<file path="src/hw/rtl/bfr_pkg.sv">
// ----------------------------------------------------------------------------
// bfr_pkg
// Shared types, widths and constants of the bitmap font text renderer.
// ----------------------------------------------------------------------------
package bfr_pkg;

	// Default sizes of the block
	localparam int GLYPH_STORE_BYTES_DEF = 4096;
	localparam int GLYPH_ROWS_DEF        = 16;
	localparam int GLYPH_WIDTH           = 8;

	// Field widths
	localparam int KIND_W      = 2;
	localparam int CODE_W      = 8;
	localparam int GADDR_W     = 12;
	localparam int BYTE_W      = 8;
	localparam int COORD_W     = 12;
	localparam int OFFSET_W    = 25;
	localparam int COLOUR_W    = 32;
	localparam int PITCH_W     = 13;
	localparam int SWIDTH_W    = 13;
	localparam int STRIDE_W    = 5;
	localparam int BASE_W      = CODE_W + STRIDE_W;
	// Wide enough for a glyph row address and the largest store (16384 bytes)
	localparam int ADDR_SUM_W  = 14;
	localparam int CFG_INDEX_W = 4;
	localparam int CFG_DATA_W  = 32;

	localparam logic [COORD_W-1:0] COORD_MAX = '1;

	// Register reset values
	localparam logic [COLOUR_W-1:0] DRAW_COLOUR_RST  = 32'h0FFF_FFFF;
	localparam logic [PITCH_W-1:0]  LINE_PITCH_RST   = 13'd1024;
	localparam logic [SWIDTH_W-1:0] SCREEN_WIDTH_RST = 13'd1024;
	localparam logic [STRIDE_W-1:0] GLYPH_STRIDE_RST = 5'd16;

	typedef enum logic [KIND_W-1:0] {
		KIND_DRAW   = 2'd0,
		KIND_LOAD   = 2'd1,
		KIND_CURSOR = 2'd2
	} kind_t;

	typedef enum logic [CFG_INDEX_W-1:0] {
		REG_DRAW_COLOUR  = 4'd0,
		REG_LINE_PITCH   = 4'd1,
		REG_SCREEN_WIDTH = 4'd2,
		REG_GLYPH_STRIDE = 4'd3
	} cfg_reg_t;

	typedef enum logic [1:0] {
		ST_IDLE,
		ST_OFFSET,
		ST_ROWS
	} state_t;

	// Controller to datapath
	typedef struct packed {
		logic take;        // input channel ready
		logic draw_start;  // form code*stride and y*pitch, clear row count
		logic load_we;     // write one glyph byte
		logic cursor_we;   // place the cursor
		logic acc_init;    // first row offset = x + y*pitch
		logic row_fire;    // read one glyph row into the output register
		logic advance;     // move the cursor after the last row
	} cmd_t;

	// Datapath to controller
	typedef struct packed {
		logic slot_free;   // output register empty or being taken
		logic row_last;    // row count is at the last glyph row
	} status_t;

endpackage

</file>
<file path="src/hw/rtl/bfr_ctrl.sv">
// ----------------------------------------------------------------------------
// bfr_ctrl
// Controller: accepts items, sequences the offset setup and the glyph rows.
// ----------------------------------------------------------------------------
module bfr_ctrl (
	input  logic                         clk,
	input  logic                         arst_n,
	input  logic                         item_valid,
	input  logic [bfr_pkg::KIND_W-1:0]   item_kind,
	input  bfr_pkg::status_t             status,
	output bfr_pkg::cmd_t                cmd
);

	bfr_pkg::state_t state_q;
	bfr_pkg::state_t state_d;

	always_ff @(posedge clk or negedge arst_n) begin
		if (!arst_n) begin
			state_q <= bfr_pkg::ST_IDLE;
		end else begin
			state_q <= state_d;
		end
	end

	always_comb begin
		state_d = state_q;
		cmd     = '0;
		unique case (state_q)
			bfr_pkg::ST_IDLE: begin
				cmd.take = 1'b1;
				if (item_valid) begin
					unique case (bfr_pkg::kind_t'(item_kind))
						bfr_pkg::KIND_DRAW: begin
							cmd.draw_start = 1'b1;
							state_d        = bfr_pkg::ST_OFFSET;
						end
						bfr_pkg::KIND_LOAD:   cmd.load_we   = 1'b1;
						bfr_pkg::KIND_CURSOR: cmd.cursor_we = 1'b1;
						default: ; // unused kind: drop
					endcase
				end
			end
			bfr_pkg::ST_OFFSET: begin
				cmd.acc_init = 1'b1;
				state_d      = bfr_pkg::ST_ROWS;
			end
			bfr_pkg::ST_ROWS: begin
				// advance one row only when the output register frees up
				if (status.slot_free) begin
					cmd.row_fire = 1'b1;
					if (status.row_last) begin
						cmd.advance = 1'b1;
						state_d     = bfr_pkg::ST_IDLE;
					end
				end
			end
			default: state_d = bfr_pkg::ST_IDLE;
		endcase
	end

endmodule

</file>
<file path="config.mk">
export PLATFORM = sky130hd
export DESIGN_NAME = bfr_ctrl
export DESIGN_NICKNAME = d
export VERILOG_FILES = /design/src/hw/rtl/bfr_pkg.sv /design/src/hw/rtl/bfr_ctrl.sv
export SDC_FILE = /design/constraint.sdc
export NUM_CORES = 1
export LEC_CHECK = 0
export ABC_AREA = 1
export BUFFER_PORTS_ARGS = -buffer_cell sky130_fd_sc_hd__buf_2
export CAP_MARGIN = 0
export CORE_AREA = 3 3 40 42
export CTS_BUF_LIST = sky130_fd_sc_hd__clkbuf_8
export CTS_CLUSTER_DIAMETER = 100
export DETAILED_ROUTE_END_ITERATION = 8
export DIE_AREA = 0 0 43 45
export GPL_ROUTABILITY_DRIVEN = 0
export SLEW_MARGIN = 25
export SYNTH_ARGS = -nofsm -noshare
export SYNTH_HDL_FRONTEND = slang
export SYNTH_SLANG_ARGS = --single-unit
</file>
<file path="constraint.sdc">
create_clock -name clk -period 0.8 [get_ports clk]
set_input_delay 0.12 -clock clk [delete_from_list [all_inputs] [get_ports clk]]
set_output_delay 0.12 -clock clk [all_outputs]
set_load 0.1 [all_outputs]
</file>
# After elaboration in Yosys (flattened, before gate mapping)
# Cells that the tools add are included.
# word_totals
register_bits	2
inputBits	7
wordCells	26
output_inout_bits	7
# op_classes
n_mux	14
n_reduce_logical	3
n_eq_ne	8
# op_table
op	count
$mux W2	6
$ne A2 B2 Y1 const B	3
$pmux W2 S3	1
$mux W1	5
$eq A2 B1 Y1 const B	2
$eq A2 B2 Y1 const B	2
$logic_not A2 Y1	2
$mux W4	1
$reduce_and A4 Y1	1
$mux W3	1
$ne A2 B1 Y1 const B	1

# Depth between registers and ports, before layout
# Gate-level depths: netlist (run 1).
# logic_depth
word_depth	4
ltp_mapped	4
mapped_depth_nobuf	4

# Worst setup path before layout (run 1)
# No wires, ideal clock.
# synth_path
path_type	flip-flop to output port
from	reg state_q[1]
to	out cmd[4] in the netlist's numbering
n_path_buf	0
t_arrival_ns	2.672
setup_slack_ns	-1.992
path_stages_with_launch	4
cell_sequence	dfrtp_1 > nor2_2 > nand2_2 > nor2_1
# synth_lines
element	line	text
start, declared	bfr_ctrl.sv:14	bfr_pkg::state_t state_q;
start signal, assigned	bfr_ctrl.sv:19	state_q <= bfr_pkg::ST_IDLE;
start signal, assigned	bfr_ctrl.sv:21	state_q <= state_d;
end, declared	bfr_ctrl.sv:11	output bfr_pkg::cmd_t cmd

==> results of run 1 <==
worst register-to-register path, cell delays in order (launching register included):
cell	delay, ns
sky130_fd_sc_hd__dfrtp_1	0.40
sky130_fd_sc_hd__nor2_4	0.18
sky130_fd_sc_hd__nand2_4	0.09
sky130_fd_sc_hd__buf_4	0.15
sky130_fd_sc_hd__nor2_4	0.07
kinds of logic (layout without fill, tap and decap cells):
kind of cell / after synthesis / in the layout / synth area share (%)
flip-flops: 2 / 2 / 35.1
AND/OR/NAND/NOR: 16 / 16 / 46.5
buffers and inverters: 6 / 26 / 18.4
power by group through the flow:
stage	clock network [W]	logic [W]	registers [W]
after global routing	0.000415	0.000563	0.000136
after CTS	0.000400	0.000522	0.000130
after detailed placement	0	0.000489	0.000130
after global placement	0	0.000485	0.000130
final	0.000389	0.000539	0.000134
after floorplan	0	0.000322	0.000128
final cells by class:
cell class / count / area, µm²
clock buffer: 3 / 41.3
inverter: 5 / 18.8
fill: 120 / 806
timing repair buffer: 18 / 210
multi-input combinational: 16 / 139
tap: 15 / 18.8
sequential: 2 / 51.3
per-stage QoR:
stage	area (µm²)	hold slack (ns)	total power, W	setup TNS [ns]
floorplan	196	-0.176	0.000451	-4.42
global placement	382	-0.0953	0.000615	-1.70
global route	479	0.257	0.00111	-3.83
CTS	457	0.233	0.00105	-3.43
detailed placement	382	-0.0916	0.000619	-1.84
finish	479	0.232	0.00106	-3.37
worst max-delay path by stage:
stage / startpoint / cells after the start / to
after floorplan: state_q[1]$_DFFE_PN0P_ / 3 / cmd[4]
after global placement: state_q[1]$_DFFE_PN0P_ / 4 / cmd[4]
after detailed placement: state_q[0]$_DFFE_PN0P_ / 4 / cmd[3]
after CTS: state_q[1]$_DFFE_PN0P_ / 4 / cmd[3]
after global routing: state_q[0]$_DFFE_PN0P_ / 4 / cmd[4]
final: state_q[0]$_DFFE_PN0P_ / 4 / cmd[3]
what timing repair did:
item	4_1_cts	5_1_grt
hold buffers	1	0
buffers inserted	2	1
endpoints found under the hold margin	2	0
setup endpoints to repair	9	9
resized for setup	4	4
pin swaps	5	1
metal layers:
layer / wire [µm] / GRT usage, % / vias up
li1: - / - / 109
met1: 154 / 6.49 / 93
met2: 279 / 10.5 / 9
met3: 38 / 3.59 / 0
met4: 0 / 3.61 / 0
met5: 0 / 0 / -
synth_stat cells, drive strengths merged:
cell type,instances,share of area (%)
buf,1,5.3
inv,5,13
nand2,7,20
nand3,1,3.5
dfrtp,2,35
nor2,8,23
==> impl_summary.log, run 1 <==
[metrics] Reg2Reg Launch Point: state_q[0]$_DFFE_PN0P_
[metrics] worst slack after detailed placement: -0.287 ns
[metrics] Port Buf Inserts: 13
[metrics] Vias: about 210
[metrics] critical register-to-register path endpoint: state_q[0]$_DFFE_PN0P_
[metrics] maximum number of pins on one net before global-route repair: 4
[metrics] core area: 1280 µm²
[metrics] period utilization: 160%
[metrics] clock tree root driver cell: sky130_fd_sc_hd__clkbuf_8
[metrics] count of yosys warnings during synthesis: 0
[metrics] net switching power: 0.000430 W
[metrics] post-synthesis cell count: 24
[metrics] top cell family by delay on the critical path: flip-flops
[metrics] flip-flop count of the largest register, all copies and words added: 2
[metrics] register ranked first by flip-flop count: state_q
[metrics] Crit path largest cell delay: 0.40 ns
[metrics] maximum root-to-sink buffer count: 2
[metrics] worst slew slack as a fraction of its limit: 82.1%
[metrics] IO Pins: 14
[metrics] number of slew-limit violations in the final report: 0
[metrics] element type at the critical path end: primary output
[metrics] slack of the critical path: -0.481 ns
[metrics] initial antenna violation count: 0
[metrics] Critical Path, Cell by Cell: nor2_4 > nand2_2 > nor2_4 > buf_12
[metrics] arrival time worst endpoint: about 1.2 ns
[metrics] synthesized netlist net count: 31
[metrics] number of inserted diodes: 0
[metrics] clock-pin slew of the registers on the worst-case setup and hold paths: 0.03 ns
[metrics] flop2flop setup slack: -0.15 ns
[metrics] final std cells w/o fill: 59
[metrics] violations in the final reports: setup timing
[metrics] WL per Instance: 8.00 µm
[metrics] commonest cells after routing, fill and taps aside: 8 x sky130_fd_sc_hd__nor2_4, 7 x sky130_fd_sc_hd__buf_12, 6 x sky130_fd_sc_hd__buf_2
[metrics] First-pass DRT Iterations: 1
[metrics] CP max-delay cell: sky130_fd_sc_hd__dfrtp_1
[metrics] fraction of final layout cells sized beyond drive strength 1: 75.0%
[metrics] CTS Buf Count: 3
[metrics] Rows: 13
[metrics] Cell Area, Synth: 143 µm²
[metrics] Die Wd: 43 µm
[metrics] largest registers ranked by flip-flop count: state_q: 2 flops
[metrics] number of maximum-capacitance constraint violations: 0
[metrics] placed insts: 52
[metrics] kind of start point of the critical path: flip-flop
[metrics] Setup CP Type: reg -> out
[metrics] critical-path maximum fanout: 3
[metrics] total wire length after detailed routing: 472 µm
[metrics] hold violation total from the final report: 0
[metrics] crit path time final: 1.28 ns
[metrics] final global-route overflow total: 0
[metrics] DRC: 0
[metrics] net switching fraction of the power: between 40 and 50%
[metrics] leakage component of the power: 0.217 nW
[metrics] setup repair after global routing missed its margin: true
[metrics] first-pass GRT wire length: 897 µm
[metrics] slew at the pin closest to its max-slew limit: 0.268 ns
[metrics] count of nets after finishing: 53
[metrics] setup clock skew after layout: 0.00279 ns
[metrics] final setup vio count: 9
[metrics] maximum clock rate: 781 MHz
[metrics] peak ir drop on the vdd network: about 1000 µV
[metrics] mean cell area of the mapped netlist: 5.94 µm²
[metrics] sequential element share of the synthesized area: 35.1%
[metrics] htree depth: 1
[metrics] Internal: roughly 0.00063 W
[metrics] DIE HEIGHT: 45 µm
[metrics] clock tree from TritonCTS: yes
[metrics] clock network power share: 36.7%
[metrics] Cell Pwr Density: 2220 nW/µm²
[metrics] drt first-iter violations: 0
[metrics] DIE AREA: 1940 µm²
[metrics] register share of total power: 12.6%
[metrics] via count of the first global-routing pass: 228
[metrics] core utilization of the finished layout: 37.3%
[metrics] count of different cell masters after synthesis: 8
[metrics] classification of the worst-slack hold path: in -> async
[metrics] clock sink total: 2
[metrics] total of flip-flops plus latches after synthesis: 2
[metrics] run status: finished with violations
[metrics] post-synthesis to final-layout area growth: 236%
[metrics] combinational share of power: 50.7%
[metrics] commonest non-fill, non-tap cell in the layout: sky130_fd_sc_hd__nor2_4
[metrics] GR Util All Layers: 6.41%
[metrics] crit path buf inv count: 1
[metrics] starting density of the core: between 10 and 15%
[metrics] Post-DRT Antenna Nets: 0
[metrics] Crit path required time: roughly 0.7 ns
[metrics] routed via count divided by cell count: 3.58
[metrics] number of cells on the worst reg-to-reg path: 4
[metrics] detailed-placement wirelength estimate: 388 µm
[metrics] insertion delay to the later sink of the worst-skew pair: approximately 0.21 ns
[metrics] crit-path most repeated cell: sky130_fd_sc_hd__nor2_4
Power figures use the tool's default switching activity.
==> run 2, diff against run 1 <==
- clock period: 0.8 -> 1.3 ns (I/O delays scaled with it)
==> impl_summary.log, run 2 (synthesis results as in run 1) <==
[metrics] classification of the worst-slack hold path: in -> async
[metrics] clock sink total: 2
[metrics] worst slew slack as a fraction of its limit: 83.9%
[metrics] WL per Instance: 7.71 µm
[metrics] Setup CP Type: reg -> out
[metrics] Fillers: 136
[metrics] Reg2Reg Launch Point: state_q[0]$_DFFE_PN0P_
[metrics] routed via count divided by cell count: 3.39
[metrics] setup clock skew after layout: 0.00260 ns
[metrics] maximum root-to-sink buffer count: 2
[metrics] Cell Pwr Density: approximately 1400 nW/µm²
[metrics] core utilization of the finished layout: 34.4%
[metrics] clock tree root driver cell: sky130_fd_sc_hd__clkbuf_8
[metrics] area of the multi-input gates: 124 µm²
[metrics] number of slew-limit violations in the final report: 0
[metrics] commonest cells after routing, fill and taps aside: 7 x sky130_fd_sc_hd__buf_12, 6 x sky130_fd_sc_hd__nor2_4, 6 x sky130_fd_sc_hd__buf_2, 4 x sky130_fd_sc_hd__inv_1, 4 x sky130_fd_sc_hd__nand2_1
[metrics] number of inserted diodes: 0
[metrics] crit path from: state_q[1]$_DFFE_PN0P_
[metrics] final global-route overflow total: 0
[metrics] clock tree from TritonCTS: yes
[metrics] placed insts: 51
[metrics] critical-path maximum fanout: 3
[metrics] DIE AREA: 1940 µm²
[metrics] detailed-placement wirelength estimate: 351 µm
[metrics] DIE HEIGHT: 45 µm
[metrics] crit-path most repeated cell: sky130_fd_sc_hd__nor2_4
[metrics] period utilization: 107%
[metrics] GR Util All Layers: 5.50%
[metrics] via count of the first global-routing pass: 187
[metrics] drt first-iter violations: 1
[metrics] maximum clock rate: 719 MHz
[metrics] fraction of final layout cells sized beyond drive strength 1: 68.3%
[metrics] Reg area: 51.3 µm²
[metrics] Crit path required time: approximately 1.1 ns
[metrics] Crit path largest cell delay: 0.42 ns
[metrics] starting density of the core: 11.1%
[metrics] Port Buf Inserts: 13
[metrics] slack of the critical path: -0.0909 ns
[metrics] total wire length after detailed routing: 432 µm
[metrics] number of maximum-capacitance constraint violations: 0
[metrics] run status: finished with violations
[metrics] crit path time final: 1.39 ns
[metrics] element type at the critical path end: primary output
[metrics] maximum number of pins on one net before global-route repair: 5
[metrics] Die Wd: 43 µm
[metrics] IO Pins: 14
[metrics] Vias: 190
[metrics] final std cells w/o fill: 56
[metrics] kind of start point of the critical path: flip-flop
[metrics] total chip power: 0.000631 W
[metrics] Post-DRT Antenna Nets: 0
[metrics] htree depth: 1
[metrics] commonest non-fill, non-tap cell in the layout: sky130_fd_sc_hd__buf_12
[metrics] initial antenna violation count: 0
[metrics] arrival time worst endpoint: 1.20 ns
[metrics] leakage component of the power: 0.203 nW
[metrics] accumulated negative setup slack: -0.254 ns
[metrics] slew at the pin closest to its max-slew limit: 0.240 ns
[metrics] Critical Path, Cell by Cell: nor2_4 > nand2_4 > nor2_4 > buf_12
[metrics] count of nets after finishing: 50
[metrics] hold violation total from the final report: 0
[metrics] clock-pin slew of the registers on the worst-case setup and hold paths: ~0.03 ns
[metrics] largest registers ranked by flip-flop count: state_q: 2 flops
[metrics] setup repair after global routing missed its margin: true
[metrics] insertion delay to the later sink of the worst-skew pair: 0.21 ns
[metrics] peak ir drop on the vdd network: 514 µV
[metrics] first-pass GRT wire length: slightly above 700 µm
[metrics] First-pass DRT Iterations: 2
[metrics] final setup vio count: 3
[metrics] register ranked first by flip-flop count: state_q
[metrics] CP max-delay cell: sky130_fd_sc_hd__dfrtp_2
[metrics] Rows: 13
[metrics] core area: around 1300 µm²
[metrics] flip-flop count of the largest register, all copies and words added: 2
[metrics] CTS Buf Count: 3
[metrics] post-synthesis to final-layout area growth: 210%
[metrics] DRC: 0
[metrics] violations in the final reports: setup timing
-- run 2: cell count changes in the layout (fill, tap and decap cells not counted) --
| cell | change |
|---|---|
| sky130_fd_sc_hd__buf_4 | -3 |
| sky130_fd_sc_hd__nor2_1 | +2 |
| sky130_fd_sc_hd__nor2_4 | -2 |
-- run 2: through the flow --
stage          area (µm²)  hold WS, ns  setup slack (ns)
2_1_floorplan         193       -0.101            -0.500
3_3_place_gp          374      -0.0181             0.123
3_5_place_dp          374      -0.0166             0.103
4_1_cts               425        0.297            -0.123
5_1_grt               442        0.302            -0.137
6_report              442        0.303           -0.0909
-- run 2: cell type report --
cell class	instances	area share, %
Inverter	5	4.25
Multi-Input combinational cell	16	28.0
Timing Repair Buffer	15	42.5
Tap cell	15	4.25
Sequential cell	2	11.6
Clock buffer	3	9.35
-- run 2: final timing paths --
path | end | slack (ns) | cells past startpoint
worst max register to register | state_q[1]$_DFFE_PN0P_ | 0.43 | 4
max in group asynchronous | state_q[1]$_DFFE_PN0P_ | 0.89 | 2
min in group clk | state_q[1]$_DFFE_PN0P_ | 0.33 | 4
worst min register to register | state_q[1]$_DFFE_PN0P_ | 0.61 | 3
worst max-delay path | cmd[4] | -0.09 | 4
worst min-delay path | state_q[0]$_DFFE_PN0P_ | 0.30 | 2
-- run 2: metal layers --
metal	vias to the layer above	wire length, µm	global-route usage, %
met5	-	0	0
li1	102	-	-
met2	10	237	8.68
met1	78	140	5.06
met4	0	0	5.42
met3	0	55	2.79
-- run 2: power by group --
group | internal, W | switching [W]
registers | 0.0000709 | 0.00000894
clock network | 0.000196 | 0.0000471
logic | 0.000108 | 0.000201
-- run 2: repair_timing --
item | in CTS | in global routing
pin swaps | 0 | 4
endpoints found under the hold margin | 2 | 0
hold buffers | 1 | 0
resized for setup | 0 | 4
buffers inserted | 0 | 1
cloned | 0 | 0
endpoints found under the setup margin | 5 | 6
-- run 2: critical path: cells and delay by family (launching register included) --
kind | cells | cell delay, ns
buf+inv | 1 | 0.18
flops | 1 | 0.42
simple gates | 3 | 0.39
==> run 3, diff against run 2 <==
- SKIP_CTS_REPAIR_TIMING: default -> 1
==> impl_summary.log, run 3 (synthesis results as in run 1) <==
[metrics] Vias: 190
[metrics] design area: 442 µm²
[metrics] element type at the critical path end: primary output
[metrics] Cell Pwr Density: 1430 nW/µm²
[metrics] top cell family by delay on the critical path: flip-flops
[metrics] fraction of final layout cells sized beyond drive strength 1: 68.3%
[metrics] critical-path maximum fanout: 3
[metrics] leakage component of the power: 0.203 nW
[metrics] maximum root-to-sink buffer count: 2
[metrics] number of slew-limit violations in the final report: 0
[metrics] violations in the final reports: setup timing
[metrics] maximum number of pins on one net before global-route repair: 5
[metrics] DIE HEIGHT: between 40 and 50 µm
[metrics] final std cells w/o fill: 56
[metrics] worst slew slack as a fraction of its limit: 83.9%
[metrics] initial antenna violation count: 0
[metrics] maximum clock rate: between 700 and 800 MHz
[metrics] number of inserted diodes: 0
[metrics] placed insts: 51
[metrics] Die Wd: around 43 µm
[metrics] Area after DPL: around 370 µm²
[metrics] Rows: 13
[metrics] area of the multi-input gates: 124 µm²
[metrics] final setup vio count: 3
[metrics] drt first-iter violations: 1
[metrics] WL per Instance: 7.71 µm
[metrics] clock sink total: 2
[metrics] DIE AREA: 1940 µm²
[metrics] crit path time final: ~1.4 ns
[metrics] worst slack after detailed placement: 0.103 ns
[metrics] total wire length after detailed routing: 432 µm
[metrics] slew at the pin closest to its max-slew limit: approximately 0.24 ns
[metrics] routed via count divided by cell count: between 3 and 4
[metrics] number of maximum-capacitance constraint violations: 0
[metrics] slack of the critical path: -0.0909 ns
[metrics] htree depth: 1
[metrics] clock-pin slew of the registers on the worst-case setup and hold paths: 0.03 ns
[metrics] starting density of the core: 11.1%
[metrics] GR Util All Layers: 5.50%
[metrics] Fillers: 136
[metrics] crit-path most repeated cell: sky130_fd_sc_hd__nor2_4
[metrics] register ranked first by flip-flop count: state_q
[metrics] IO Pins: 14
[metrics] Critical Path, Cell by Cell: nor2_4 > nand2_4 > nor2_4 > buf_12
[metrics] CP max-delay cell: sky130_fd_sc_hd__dfrtp_2
[metrics] core utilization of the finished layout: 34.4%
[metrics] final global-route overflow total: 0
[metrics] CTS Buf Count: 3
[metrics] period utilization: 107%
[metrics] clock tree root driver cell: sky130_fd_sc_hd__clkbuf_8
[metrics] commonest non-fill, non-tap cell in the layout: sky130_fd_sc_hd__buf_12
[metrics] DRC: 0
[metrics] first-pass GRT wire length: slightly above 700 µm
[metrics] peak ir drop on the vdd network: 514 µV
[metrics] worst hold margin: 0.303 ns
[metrics] count of nets after finishing: 50
[metrics] flip-flop count of the largest register, all copies and words added: 2
[metrics] First-pass DRT Iterations: 2
[metrics] run status: finished with violations
[metrics] Crit path largest cell delay: 0.42 ns
[metrics] core area: 1280 µm²
[metrics] Crit path required time: approximately 1.1 ns
[metrics] setup repair after global routing missed its margin: true
[metrics] clock tree from TritonCTS: yes
[metrics] arrival time worst endpoint: 1.20 ns
[metrics] largest registers ranked by flip-flop count: state_q: 2 flops
[metrics] via count of the first global-routing pass: 187
[metrics] kind of start point of the critical path: flip-flop
[metrics] post-synthesis to final-layout area growth: 210%
[metrics] classification of the worst-slack hold path: in -> async
[metrics] Setup CP Type: reg -> out
[metrics] hold violation total from the final report: 0
[metrics] insertion delay to the later sink of the worst-skew pair: around 0.21 ns
[metrics] commonest cells after routing, fill and taps aside: 7 x sky130_fd_sc_hd__buf_12, 6 x sky130_fd_sc_hd__nor2_4, 6 x sky130_fd_sc_hd__buf_2, 4 x sky130_fd_sc_hd__inv_1, 4 x sky130_fd_sc_hd__nand2_1
[metrics] detailed-placement wirelength estimate: 351 µm
[metrics] setup clock skew after layout: 0.00260 ns
[metrics] Port Buf Inserts: 13
[metrics] Post-DRT Antenna Nets: 0
[metrics] crit path buf inv count: 1
[metrics] Reg area: 51.3 µm²
-- run 3: cell counts in the layout (fill, tap and decap cells not counted) --
No cell type changed its count.
-- run 3: worst reg2reg max path, stage by stage (launching register included) --
cell,delay (ns)
sky130_fd_sc_hd__dfrtp_1,0.39
sky130_fd_sc_hd__inv_2,0.08
sky130_fd_sc_hd__nor2_1,0.21
sky130_fd_sc_hd__inv_1,0.06
sky130_fd_sc_hd__nand2_1,0.07
-- run 3: layout make-up --
class	count	share of cell area [%]
Timing Repair Buffer	15	42.5
Multi-Input combinational cell	16	28.0
Sequential cell	2	11.6
Clock buffer	3	9.35
Inverter	5	4.25
Tap cell	15	4.25
-- run 3: metrics by stage --
stage / TNS [ns] / power, W
after floorplan: -1.47 / 0.000276
after global placement: 0 / 0.000370
after detailed placement: 0 / 0.000372
after CTS: -0.457 / 0.000625
after global routing: -0.462 / 0.000660
final: -0.254 / 0.000631
-- run 3: routing by layer --
metal / GRT usage, % / vias to the layer above / share of wire, % / wire [µm]
met5: 0 / - / 0 / 0
met4: 5.42 / 0 / 0 / 0
met3: 2.79 / 0 / 13 / 55
met2: 8.68 / 10 / 55 / 237
met1: 5.06 / 78 / 32 / 140
li1: - / 102 / - / -
-- run 3: path summary, 6_finish.rpt --
| path | startpoint | end | slack (ns) | cells after the start |
|---|---|---|---|---|
| min in group clk | status[0] | state_q[1]$_DFFE_PN0P_ | 0.33 | 4 |
| max in group asynchronous | arst_n | state_q[1]$_DFFE_PN0P_ | 0.89 | 2 |
| min | arst_n | state_q[0]$_DFFE_PN0P_ | 0.30 | 2 |
| max reg2reg | state_q[0]$_DFFE_PN0P_ | state_q[1]$_DFFE_PN0P_ | 0.43 | 4 |
| max | state_q[1]$_DFFE_PN0P_ | cmd[4] | -0.09 | 4 |
| min reg2reg | state_q[1]$_DFFE_PN0P_ | state_q[1]$_DFFE_PN0P_ | 0.61 | 3 |
-- run 3: report_power, final --
group	total (W)	internal [W]	switching, W
Sequential	0.0000798	0.0000709	0.00000894
Clock	0.000243	0.000196	0.0000471
Combinational	0.000309	0.000108	0.000201
